--- config.mk ---
export PLATFORM = sky130hd
export DESIGN_NAME = bst_walker
export DESIGN_NICKNAME = d
export VERILOG_FILES = /design/src/hw/rtl/bst_pkg.sv /design/src/hw/rtl/bst_walker.sv
export SDC_FILE = /design/constraint.sdc
export NUM_CORES = 1
export LEC_CHECK = 0
export ABC_AREA = 1
export BUFFER_PORTS_ARGS = -buffer_cell sky130_fd_sc_hd__buf_2
export CAP_MARGIN = 40
export CELL_PAD_IN_SITES_DETAIL_PLACEMENT = 1
export CELL_PAD_IN_SITES_GLOBAL_PLACEMENT = 1
export CORE_MARGIN = 2
export CORE_UTILIZATION = 37
export CTS_CLUSTER_DIAMETER = 100
export CTS_CLUSTER_SIZE = 12
export DETAILED_ROUTE_END_ITERATION = 12
export GPL_TIMING_DRIVEN = 1
export PLACE_DENSITY = 0.85
export SYNTH_ARGS = -nofsm -noshare
export SYNTH_HDL_FRONTEND = slang
export SYNTH_SLANG_ARGS = --single-unit
--- constraint.sdc ---
create_clock -name clk -period 7.5 [get_ports clk]
set_input_delay 0 -clock clk [delete_from_list [all_inputs] [get_ports clk]]
set_output_delay 0 -clock clk [all_outputs]
set_load 0.03 [all_outputs]
--- src/hw/rtl/bst_pkg.sv ---
// ----------------------------------------------------------------------------
// bst_pkg: shared types and constants of the binary search tree set
// Pool size, node entry layout, status codes and the RAM request bundle.
// ----------------------------------------------------------------------------
`default_nettype none

package bst_pkg;

  // Node pool size and derived widths
  localparam int POOL_NODES = 1024;
  localparam int IDX_W      = $clog2(POOL_NODES);
  localparam int CNT_W      = $clog2(POOL_NODES + 1);
  localparam int KEY_W      = 32;
  localparam int STAT_W     = 3;

  typedef logic [IDX_W-1:0] idx_t;
  typedef logic [CNT_W-1:0] cnt_t;

  // Result codes
  localparam logic [STAT_W-1:0] ST_INSERTED  = 3'd0;
  localparam logic [STAT_W-1:0] ST_DUPLICATE = 3'd1;
  localparam logic [STAT_W-1:0] ST_FULL      = 3'd2;
  localparam logic [STAT_W-1:0] ST_FOUND     = 3'd3;
  localparam logic [STAT_W-1:0] ST_NOT_FOUND = 3'd4;

  // Operation selected by the mode bit
  localparam logic MODE_INSERT = 1'b0;
  localparam logic MODE_LOOKUP = 1'b1;

  // One node entry: key and both child links (link 0 means no child)
  typedef struct packed {
    logic signed [KEY_W-1:0] key;
    idx_t                    left;
    idx_t                    right;
  } node_t;

  // Request from the walker to the node RAM
  typedef struct packed {
    logic  we;
    idx_t  waddr;
    node_t wdata;
    idx_t  raddr;
  } ram_req_t;

endpackage

`default_nettype wire

--- src/hw/rtl/bst_walker.sv ---
// ----------------------------------------------------------------------------
// bst_walker: tree walk sequencer
// Walks root to leaf one node read per cycle, links new nodes, reports status.
// ----------------------------------------------------------------------------
`default_nettype none

module bst_walker (
  input  wire logic                       clk,
  input  wire logic                       rst_n,
  input  wire logic                       start,
  output logic                            busy,
  input  wire logic                       in_mode,
  input  wire logic signed [31:0]         in_key,
  output logic                            out_valid,
  output logic [bst_pkg::STAT_W-1:0]      out_status,
  output bst_pkg::ram_req_t               ram_req,
  input  wire bst_pkg::node_t             rd_data
);
  import bst_pkg::*;

  typedef enum logic [2:0] {
    S_IDLE = 3'b001,
    S_CMP  = 3'b010,
    S_NEW  = 3'b100
  } state_t;

  state_t                  state_r, state_nxt;
  cnt_t                    used_r, used_nxt;
  idx_t                    cur_r, cur_nxt;
  logic                    mode_r, mode_nxt;
  logic signed [KEY_W-1:0] key_r, key_nxt;
  logic                    out_valid_r, out_valid_nxt;
  logic [STAT_W-1:0]       out_status_r, out_status_nxt;

  logic go_left;
  logic key_eq;
  idx_t next_idx;
  logic pool_full;
  node_t parent_upd;

  // Compare against the node just read and pick the child link
  assign go_left   = key_r < rd_data.key;
  assign key_eq    = key_r == rd_data.key;
  assign next_idx  = go_left ? rd_data.left : rd_data.right;
  assign pool_full = used_r == cnt_t'(POOL_NODES);

  // Parent entry with the new child linked in
  always_comb begin
    parent_upd = rd_data;
    if (go_left) begin
      parent_upd.left = used_r[IDX_W-1:0];
    end else begin
      parent_upd.right = used_r[IDX_W-1:0];
    end
  end

  // Sequencer
  always_comb begin
    state_nxt      = state_r;
    used_nxt       = used_r;
    cur_nxt        = cur_r;
    mode_nxt       = mode_r;
    key_nxt        = key_r;
    out_valid_nxt  = 1'b0;
    out_status_nxt = out_status_r;
    ram_req.we     = 1'b0;
    ram_req.waddr  = cur_r;
    ram_req.wdata  = parent_upd;
    ram_req.raddr  = '0;

    case (state_r)
      S_IDLE: begin
        // root read issued here so its data is ready in S_CMP
        ram_req.raddr = '0;
        if (start) begin
          mode_nxt = in_mode;
          key_nxt  = in_key;
          cur_nxt  = '0;
          if (used_r == '0) begin
            if (in_mode == MODE_LOOKUP) begin
              out_valid_nxt  = 1'b1;
              out_status_nxt = ST_NOT_FOUND;
            end else begin
              state_nxt = S_NEW;
            end
          end else begin
            state_nxt = S_CMP;
          end
        end
      end

      S_CMP: begin
        ram_req.raddr = next_idx;
        if (key_eq) begin
          out_valid_nxt  = 1'b1;
          out_status_nxt = (mode_r == MODE_LOOKUP) ? ST_FOUND : ST_DUPLICATE;
          state_nxt      = S_IDLE;
        end else if (next_idx == '0) begin
          if (mode_r == MODE_LOOKUP) begin
            out_valid_nxt  = 1'b1;
            out_status_nxt = ST_NOT_FOUND;
            state_nxt      = S_IDLE;
          end else if (pool_full) begin
            out_valid_nxt  = 1'b1;
            out_status_nxt = ST_FULL;
            state_nxt      = S_IDLE;
          end else begin
            // write back the parent with its new link, then make the node
            ram_req.we    = 1'b1;
            ram_req.waddr = cur_r;
            ram_req.wdata = parent_upd;
            state_nxt     = S_NEW;
          end
        end else begin
          // descend: the child read is already issued this cycle
          cur_nxt = next_idx;
        end
      end

      S_NEW: begin
        ram_req.we         = 1'b1;
        ram_req.waddr      = used_r[IDX_W-1:0];
        ram_req.wdata.key  = key_r;
        ram_req.wdata.left = '0;
        ram_req.wdata.right = '0;
        used_nxt           = used_r + cnt_t'(1);
        out_valid_nxt      = 1'b1;
        out_status_nxt     = ST_INSERTED;
        state_nxt          = S_IDLE;
      end

      default: begin
        state_nxt = S_IDLE;
      end
    endcase
  end

  // Control registers
  always_ff @(posedge clk) begin
    if (!rst_n) begin
      state_r     <= S_IDLE;
      used_r      <= '0;
      out_valid_r <= 1'b0;
    end else begin
      state_r     <= state_nxt;
      used_r      <= used_nxt;
      out_valid_r <= out_valid_nxt;
    end
  end

  // Payload registers
  always_ff @(posedge clk) begin
    cur_r        <= cur_nxt;
    mode_r       <= mode_nxt;
    key_r        <= key_nxt;
    out_status_r <= out_status_nxt;
  end

  assign busy       = state_r != S_IDLE;
  assign out_valid  = out_valid_r;
  assign out_status = out_status_r;

endmodule

`default_nettype wire

# Word-level counts from Yosys, hierarchy flattened
# Index checks and enable logic that the tools add are counted.
# totals
out_inout_bits	78
ff_bits	61
elab_cells	69
input_bits	88
# classes
muxes	38
n_addsub	1
reduce_logical	8
n_eq_ne	14
order_cmp	1
# op_table
cell	n
two-way mux 63 bit	4
one-hot mux 63 bit (2 select lines)	1
two-way mux 10 bit	7
two-way mux 3 bit	14
equality test 32 bit	1
less-than comparator 32 bit	1
one-hot mux 10 bit (2 select lines)	1
adder 11 x 1 -> 11 bit (second input constant)	1
equality test 11 bit (second input constant)	1
zero test 11 bit	1
zero test 10 bit	1
!= test 2 bit (second input constant)	5
one-hot mux 3 bit (3 select lines)	1
two-way mux 1 bit	7
!= test 3 bit (second input constant)	2
one-hot mux 3 bit (2 select lines)	1
AND reduction 6 bit	1
!= test 4 bit (second input constant)	1
AND reduction 4 bit	1
equality test 3 x 1 -> 1 bit (second input constant)	1
equality test 3 x 2 -> 1 bit (second input constant)	1
equality test 3 bit (second input constant)	1
!= test 3 x 1 -> 1 bit (second input constant)	1
one-hot mux 1 bit (3 select lines)	1
5 further kinds	5

# Depth between registers and ports, before layout
# Gate-level depths: netlist of run 1.
# logic_depth
depth_word	7
depth_mapped	25
depth_no_buf	24

# Worst setup path before layout of run 1
# OpenSTA, ideal clock, no wires.
# synth_timing
path_kind	register -> register
from	register key_r[31]
to	register cur_r[0], enable pin
arrival_ps	2695
slack_ps	4415
path_buffers	1
stages_incl_launch_ff	17
t_required_ps	7110
period_less_slack_ps	3085
setup_time_ps	390
cell_sequence	edfxtp_1 -> ha_1 -> nand2_1 -> inv_1 -> nor2_2 -> o21a_1 -> nand2_2 -> a21oi_4 -> nand3_2 -> nand2_4 -> buf_12 -> nand2_1 -> o21ai_2 -> nor2_2 -> nand3_2 -> a21oi_1 -> nor3_1
# synth_between
elab_chain_cells	5
elab_cells_between_ends	7
classes_between	order compare (1); eq/ne (3); mux (1); reduce/logical (2)
# synth_lines
element	line_no	text
from (decl)	bst_walker.sv:31	logic signed [KEY_W-1:0] key_r, key_nxt;
from (signal assigned)	bst_walker.sv:155	key_r <= key_nxt;
less-than comparator 32 bit	bst_walker.sv:42	assign go_left = key_r < rd_data.key;
two-way mux 10 bit	bst_walker.sv:44	assign next_idx = go_left ? rd_data.left : rd_data.right;
zero test 10 bit	bst_walker.sv:98	end else if (next_idx == '0) begin
!= test 2 bit (no source line)	-	
AND reduction 4 bit (no source line) *	-	
to (signal assigned)	bst_walker.sv:153	cur_r <= cur_nxt;
to (decl)	bst_walker.sv:29	idx_t cur_r, cur_nxt;
# Every way passes the cells marked *; elsewhere a longest branch is shown, timed or not.
# A chain may end at the register's enable or synchronous reset.

==> results of run 1 <==
## power breakdown
part           internal (mW)  switching [mW]  total (mW)  leakage (nW)
logic                  0.277           0.674       0.951          2.10
clock network          0.199           0.137       0.336         0.118
registers              0.478          0.0405       0.519         0.564
## cell usage after synthesis (2+ instances only)
library cell | instances | area [um2]
edfxtp_1 | 46 | 1380
inv_1 | 90 | 338
o21ai_2 | 2 | 17.5
nand3b_1 | 2 | 15.0
nor4_1 | 2 | 12.5
nand4_1 | 4 | 25.0
nand3_1 | 16 | 80.1
nand3_2 | 3 | 30.0
nand2_2 | 11 | 68.8
nand2_4 | 2 | 22.5
o21ai_0 | 72 | 360
o21a_1 | 2 | 15.0
a21oi_1 | 45 | 225
dfxtp_1 | 15 | 300
nor2_2 | 3 | 18.8
clkbuf_1 | 16 | 60.1
nor3_2 | 2 | 20.0
nor3_1 | 10 | 50.1
nand2_1 | 105 | 394
nor2_4 | 2 | 22.5
ha_1 | 36 | 450
nor2_1 | 37 | 139
## kinds of logic (layout without fill, tap and decap cells)
kind of cell | Yosys count | in the layout | share of synthesized area [%]
AOI/OAI and AO/OA | 125 | 125 | 16.0
other | 0 | 1 | 0
adders and majority gates | 36 | 36 | 10.9
DFF | 61 | 61 | 40.8
buffers and inverters | 108 | 309 | 10.3
and+or+nand+nor | 200 | 200 | 22.0
## flip-flops by register name, indices dropped and copies added, names as in the netlist
register and count:
out_valid 1, out_status 3, mode_r 1, key_r 32
used_r 11, state_r 3, cur_r 10
## final timing paths
check | end | cells after the start | slack, ns | startpoint
max | ram_req[72] | 16 | 4.13 | key_r[21]
max reg2reg | out_status[2] | 17 | 4.20 | key_r[21]
min reg2reg | used_r[10] | 2 | 0.51 | used_r[10]
min | state_r[2] | 5 | 0.12 | start
## layout make-up
cell class / instances / area (um2)
inverter: 90 / 338
antenna: 1 / 2.50
fill: 1401 / 5170
sequential: 61 / 1680
timing repair buffer: 203 / 1220
tap: 140 / 175
multi-input combinational: 361 / 2030
clock buffer: 13 / 190
clock inverter: 3 / 38.8
## metrics by stage
stage / setup slack (ns) / total power [mW] / hold WS (ns) / utilization [%]
after detailed placement: 4.29 / 1.45 / 0.179 / 47.0
after global routing: 3.87 / 1.92 / 0.144 / 52.3
final: 4.13 / 1.81 / 0.120 / 52.3
after floorplan: 4.41 / 1.17 / 0.0989 / -
after CTS: 4.12 / 1.81 / 0.112 / 52.3
after global placement: 4.51 / 1.40 / 0.178 / 46.8
## layer usage
layer	vias to the layer above	routed length [um]
li1	2139	-
met1	2125	6270
met2	180	7410
met3	37	766
met4	0	484
met5	-	0
## repair_timing
item | in CTS | in global routing
hold endpoints to repair | 40 | 0
hold buffers | 34 | 0
setup endpoints to repair | 0 | 0
## worst max-delay path, cell delays in order, from the launching register on
cell	delay (ns)
edfxtp_1	0.41
ha_1	0.33
nand2_1	0.08
nor2_1	0.18
nand4_1	0.21
nor2_4	0.17
nand2_2	0.10
nand2_2	0.09
nand2_4	0.09
nand2_4	0.35
nand2_1	0.11
nand2_1	0.10
nand2_1	0.09
nor2_4	0.13
nand3_2	0.10
o21ai_0	0.23
buf_2	0.24
==> run_results.csv, run 1 <==
group,metric,value,unit
setup_path,cp_data_required_time,7.50,ns
sta,fin_setup_tns,0,ns
detailed_routing,routed_wirelength,14.9,mm
grt,grt_max_degree,65,
detailed_routing,wl_per_cell,17.1,um
detailed_routing,final_antenna_net_count,0,
grt,grt_pass1_vias,4841,
final_layout,mostFrequentLayoutCell,"buf_2",
yosys,seq_area_frac_synth,40.8,%
final_layout,nNetsFinal,850,
detailed_routing,drt_first_pass_iters,4,
yosys,yosysUniqueCellTypes,29,
die,rows,38,
grt,globalRoute.busiestLayer,"met2",
detailed_routing,drc,0,
placement,placedCellCount,821,
grt,antenna_found_initial,1,
clock_tree,clk_latency,0.35,ns
setup_path,worstSetupPathType,"reg -> out",
sta,fin_crit,3.37,ns
die,fp.dieH,109,um
die,num_io_pins,166,
sta,fmax,296,MHz
power,power_density,319,nW/um2
sta,relSlewSlack,58.6,%
placement,port_buffers,165,
final_layout,instances_no_fill,872,
grt,met2_usage,45.8,%
yosys,synth-seq-cells,61,
sta,hold_viol_final,0,
grt,gr-usage-met3,4.62,%
yosys,yosysWarnings,0,
yosys,avgSynthCellArea,7.77,um2
status,outcome,"complete, no violations",
clock_tree,post_cts_buffers,0,
yosys,synthCells,530,
die,die_x,109,um
die,dieArea,12000,um2
worst_hold_path,hp-class,"in -> reg",
grt,grt_overflow_total,0,
clock_tree,cts_sinks,61,
setup_path,endpoint_kind,"output pin",
clock_tree,htreeDepth,3,
grt,track_usage,25.5,%
sta,setup_violations,0,
setup_path,path_max_fanout,47,
clock_tree,cts_tree,"done",
placement,gp_congestion,0.825,
clock_tree,clock_path_buffers,2,
setup_path,arrival,3.37,ns
final_layout,finish.instance_area,5670,um2
power,ir_worst_vdd,223,uV
final_layout,syn_to_final_growth,37.6,%
yosys,ys.flop_type,"edfxtp_1",
detailed_routing,via_count,4481,
setup_path,start_kind,"flop",
placement,placed_cell_area,5100,um2
die,initial_core_util,38.0,%
yosys,ys_async_sr_fraction,0,%
yosys,syn_nets,654,
yosys,synth_area,4120,um2
placement,dp_hpwl,11.0,mm
grt,grt_pass1_wl,23.3,mm
clock_tree,cts-root-buf,"clkbuf_8",
die,placeableCoreArea,10800,um2
yosys,synth_edf_count,46,
sta,worstMarginPinSlew,0.621,ns
sta,slew_viol_final,0,
detailed_routing,drt-initial-drc-count,172,
detailed_routing,vias_per_cell,5.14,
sta,rsz0062_at_grt,"false",
grt,use_met1,29.2,%
clock_tree,cts_buffers,9,
final_layout,layout-drive-gt1-share,29.0,%
flow_run,max_cap_viol_count,0,
clock_tree,postCtsResizedCells,0,
sta,post-route-period-util,45.0,%
final_layout,layout_common_cells,"buf_2, nand2_1, inv_1, o21ai_0, edfxtp_1",
clock_tree,clk_pin_slew,0.07,ns
sta,clock_skew,0.00868,ns
power,p_leak,2.78,nW
No activity file was read; power rests on OpenSTA's default activity.
==> inputs of run 2 (changes only) <==
Settings changed: CORE_UTILIZATION 37 to 35, PLACE_DENSITY 0.85 to 0.81.
Clock period 7.5 ns to 3.2 ns, I/O delays scaled along.
==> run_results.csv, run 2 (synthesis results as in run 1) <==
group,metric,value,unit
status,outcome,"complete, no violations",
placement,dp_hpwl,10.7,mm
die,initial_core_util,35.9,%
sta,post-route-period-util,91.0,%
final_layout,largest_register_ffs,32,
detailed_routing,final_antenna_net_count,0,
grt,grt_max_degree,65,
placement,dp_slack,0.115,ns
die,die_x,112,um
sta,holdWs,0.140,ns
setup_path,crit_end,"out_status[1]",
setup_path,r2r_setup_slack,0.29,ns
power,power_density,755,nW/um2
sta,clock_skew,0.00620,ns
worst_hold_path,hp-class,"in -> reg",
clock_tree,cts_buffers,9,
setup_path,arrival,2.93,ns
setup_path,cp_slowest_stage_delay,0.39,ns
sta,relSlewSlack,60.8,%
detailed_routing,wl_per_cell,16.0,um
grt,grt_overflow_total,0,
setup_path,cp_cell_sequence,"ha_1 -> nand2_1 -> nor2_1 -> nand4_1 -> nor2_4 -> nand2_2 -> nand2_2 -> nand2_4 -> nand2_8 -> nand2_1 -> nand2_1 -> nand2_1 -> nor2_4 -> nand3_2 -> nand2_2 -> nand2_1 -> nor3_4",
final_layout,layout-drive-gt1-share,29.0,%
die,num_io_pins,166,
die,rows,39,
sta,slew_viol_final,0,
clock_tree,cts_tree,"done",
clock_tree,clk_latency,0.32,ns
sta,fin_setup_tns,0,ns
sta,hold_viol_final,0,
clock_tree,cts_sinks,61,
detailed_routing,routed_wirelength,14.0,mm
setup_path,crit_start,"key_r[23]",
clock_tree,clock_path_buffers,2,
clock_tree,cts-root-buf,"clkbuf_16",
setup_path,cp_common_cell,"nand2_1",
clock_tree,htreeDepth,3,
final_layout,instances_no_fill,875,
die,fp.dieH,112,um
sta,setup_violations,0,
setup_path,worstSetupPathType,"reg -> reg",
power,ir_worst_vdd,431,uV
final_layout,diodes,0,
detailed_routing,drc,0,
sta,worstMarginPinSlew,0.588,ns
final_layout,nNetsFinal,851,
setup_path,endpoint_kind,"flop",
final_layout,mostFrequentLayoutCell,"buf_2",
final_layout,fillCellCount,1473,
detailed_routing,vias_per_cell,5.01,
final_layout,regMostFlops,"key_r",
detailed_routing,drt_first_pass_iters,4,
sta,layout_setup_ws,0.288,ns
setup_path,start_kind,"flop",
placement,placedCellCount,825,
power,p_leak,2.80,nW
worst_hold_path,hp-start,"start",
sta,fmax,343,MHz
final_layout,syn_to_final_growth,39.4,%
setup_path,rr_endpoint,"out_status[1]",
sta,rsz0062_at_grt,"false",
grt,grt_pass1_wl,22.5,mm
setup_path,cp_data_required_time,3.21,ns
sta,fin_crit,2.91,ns
clock_tree,post_cts_buffers,0,
detailed_routing,via_count,4385,
clock_tree,clk_pin_slew,0.05,ns
detailed_routing,drt-initial-drc-count,115,
placement,gp_congestion,0.896,
placement,port_buffers,165,
grt,antenna_found_initial,0,
final_layout,top_regs,"key_r: 32 flops, used_r: 11 flops, cur_r: 10 flops",
setup_path,reg2regPathDepth,17,
setup_path,slowest_stage,"edfxtp_1",
die,dieArea,12600,um2
setup_path,rr_startpoint,"key_r[23]",
setup_path,path_max_fanout,21,
final_layout,layout_common_cells,"buf_2, nand2_1, inv_1, o21ai_0, edfxtp_1",
flow_run,max_cap_viol_count,0,
grt,track_usage,22.3,%
die,placeableCoreArea,11500,um2
grt,grt_pass1_vias,4604,
-- run 2: power breakdown --
part / internal (mW) / switching (mW)
Clock: 0.563 / 0.329
Sequential: 1.12 / 0.0946
Combinational: 0.654 / 1.57
-- run 2: worst min path at each step --
stage / to / slack (ns) / depth (start not counted)
final: state_r[2] / 0.14 / 5
after global placement: key_r[21] / 0.18 / 1
after detailed placement: key_r[11] / 0.18 / 1
after floorplan: key_r[0] / 0.1 / 0
after CTS: state_r[2] / 0.14 / 5
after global routing: state_r[2] / 0.17 / 5
-- run 2: per-stage QoR --
| step | power, mW | instance area, um2 | util [%] |
|---|---|---|---|
| after floorplan | 2.74 | 4120 | - |
| after global placement | 3.30 | 5090 | 44.4 |
| after detailed placement | 3.38 | 5090 | 44.4 |
| after CTS | 4.32 | 5700 | 49.7 |
| after global routing | 4.63 | 5740 | 50.1 |
| final | 4.33 | 5740 | 50.1 |
-- run 2: routing by layer --
layer	wire (um)	vias to the layer above	GRT usage (%)
met3	709	29	4.16
li1	-	2147	-
met5	0	-	0
met2	6860	141	38.6
met4	401	0	8.05
met1	6050	2068	27.7
-- run 2: layout make-up --
type	count	area [um2]	share of cell area, %
clock buffers	14	264	4.60
clock inverters	2	8.76	0.153
inverters	90	338	5.88
multi-input cells	361	2060	35.9
flip-flops and latches	61	1680	29.3
well taps	143	179	3.12
repair buffers	204	1210	21.0
-- run 2: worst max-delay path: cells and delay by family, from the launching register on --
family / cells / cell delay (ns)
adders and majority gates: 1 / 0.32
and+or+nand+nor: 16 / 1.87
DFF: 1 / 0.39
-- run 2: repair_timing --
action / in CTS / in global routing
resized for setup: 0 / 8
setup endpoints to repair: 0 / 28
hold endpoints to repair: 34 / 0
hold buffers: 34 / 0
==> inputs of run 3 (changes only) <==
Clock period 3.2 ns to 2.9 ns, I/O delays scaled along.
==> run_results.csv, run 3 (synthesis results as in run 1) <==
group,metric,value,unit
status,outcome,"complete, but fails checks",
status,violations,"setup timing",
setup_path,crit_start,"key_r[27]",
setup_path,endpoint_kind,"flop",
setup_path,slowest_stage,"edfxtp_1",
detailed_routing,wl_per_cell,19.5,um
clock_tree,clk_pin_slew,0.06,ns
die,rows,39,
placement,dp_hpwl,11.2,mm
clock_tree,cts_buffers,9,
final_layout,regMostFlops,"key_r",
sta,worstMarginPinSlew,0.626,ns
detailed_routing,drc,0,
power,ir_worst_vdd,499,uV
die,placeableCoreArea,11500,um2
setup_path,crit_end,"cur_r[7]",
detailed_routing,drt_first_pass_iters,4,
clock_tree,clk_latency,0.33,ns
sta,fin_crit,3.03,ns
die,initial_core_util,35.9,%
sta,post-route-period-util,105,%
final_layout,fillCellCount,1388,
power,design_power_total,5.75,mW
setup_path,rr_startpoint,"key_r[27]",
final_layout,instances_no_fill,919,
sta,setup_violations,22,
detailed_routing,vias_per_cell,5.25,
setup_path,cp_data_required_time,2.95,ns
die,die_x,112,um
final_layout,layout_common_cells,"buf_2, inv_1, nand2_1, o21ai_0, edfxtp_1",
flow_run,max_cap_viol_count,0,
detailed_routing,via_count,4826,
setup_path,r2r_setup_slack,-0.13,ns
setup_path,cp_cell_sequence,"ha_4 -> a21oi_2 -> o21ai_1 -> nand2_1 -> nand2_2 -> a21oi_4 -> nand3_4 -> buf_6 -> nand3_1 -> nand2_2 -> nand2_2 -> nor2_4 -> nand3_2 -> a21oi_1 -> nor3_4 -> buf_12",
sta,fmax,330,MHz
sta,relSlewSlack,58.3,%
final_layout,mostFrequentLayoutCell,"buf_2",
grt,grt_pass1_wl,25.1,mm
detailed_routing,drt-initial-drc-count,259,
detailed_routing,final_antenna_net_count,0,
grt,antenna_found_initial,0,
clock_tree,cts-root-buf,"clkbuf_16",
final_layout,syn_to_final_growth,60.1,%
die,fp.dieH,112,um
placement,port_buffers,165,
final_layout,diodes,0,
placement,dp_slack,-0.165,ns
clock_tree,cts_tree,"done",
power,power_density,872,nW/um2
sta,rsz0062_at_grt,"true",
setup_path,reg2regPathDepth,16,
die,num_io_pins,166,
clock_tree,cts_sinks,61,
setup_path,start_kind,"flop",
final_layout,layout-drive-gt1-share,39.8,%
grt,track_usage,25.1,%
setup_path,cp_slowest_stage_delay,0.46,ns
grt,grt_overflow_total,0,
detailed_routing,routed_wirelength,17.9,mm
final_layout,nNetsFinal,895,
power,p_leak,3.13,nW
sta,layout_setup_ws,-0.132,ns
worst_hold_path,hp-class,"in -> reg",
clock_tree,htreeDepth,3,
setup_path,arrival,3.08,ns
setup_path,rr_endpoint,"cur_r[7]",
setup_path,path_max_fanout,9,
sta,clock_skew,0.00552,ns
die,dieArea,12600,um2
placement,placedCellCount,837,
setup_path,cp_common_cell,"nand2_2",
clock_tree,clock_path_buffers,2,
final_layout,top_regs,"key_r: 32 flops, used_r: 11 flops, cur_r: 10 flops",
grt,grt_pass1_vias,4996,
sta,hold_viol_final,0,
sta,slew_viol_final,0,
final_layout,largest_register_ffs,32,
placement,gp_congestion,0.862,
final_layout,final_util,57.5,%
grt,grt_max_degree,65,
setup_path,worstSetupPathType,"reg -> reg",
-- run 3: worst max-delay path, delay by kind of cell (launching register included) --
family	cells	cell delay, ns
DFF	1	0.46
adders and majority gates	1	0.25
and+or+nand+nor	9	1.02
AOI/OAI and AO/OA	4	0.65
buffers and inverters	2	0.36
-- run 3: per-layer routing --
metal / vias up / part of all wire [%] / GRT usage [%]
li1: 2235 / - / -
met1: 2349 / 38 / 29.4
met2: 199 / 53 / 44.9
met3: 43 / 5.8 / 4.91
met4: 0 / 2.9 / 10.3
met5: - / 0 / 0
-- run 3: final cells by class --
class,count,area (um2),area share [%]
clock buffer,14,307,4.65
clock inverter,2,10.0,0.152
tap,143,179,2.71
timing repair buffer,246,1650,25.1
multi-input combinational,363,2420,36.8
sequential,61,1680,25.5
inverter,90,338,5.13
-- run 3: per-stage QoR --
stage / hold slack [ns] / TNS [ns] / instance area, um2
after global placement: 0.178 / -0.751 / 5180
after global routing: 0.248 / -6.99 / 6590
after CTS: 0.184 / -0.0873 / 6090
after floorplan: 0.0989 / 0 / 4120
after detailed placement: 0.178 / -2.06 / 5180
final: 0.244 / -2.15 / 6590
-- run 3: worst min path at each step --
stage / cells after the start / start / end
2_1_floorplan: 0 / in_key[0] / key_r[0]
3_3_place_gp: 1 / in_key[20] / key_r[20]
3_5_place_dp: 1 / in_key[19] / key_r[19]
4_1_cts: 5 / rd_data[17] / cur_r[7]
5_1_grt: 5 / rd_data[7] / cur_r[7]
6_report: 5 / start / state_r[2]
-- run 3: what timing repair did --
item,4_1_cts,5_1_grt
endpoints found under the setup margin,14,44
setup buffers,13,15
hold buffers,34,0
cloned,2,2
endpoints found under the hold margin,39,0
pin swaps,19,20
resized for setup,32,82
-- run 3: power breakdown --
| group | internal [mW] | leakage, nW | total (mW) | switching (mW) |
|---|---|---|---|---|
| logic | 1.19 | 2.41 | 3.25 | 2.06 |
| clock network | 0.727 | 0.159 | 1.13 | 0.400 |
| registers | 1.24 | 0.564 | 1.37 | 0.129 |
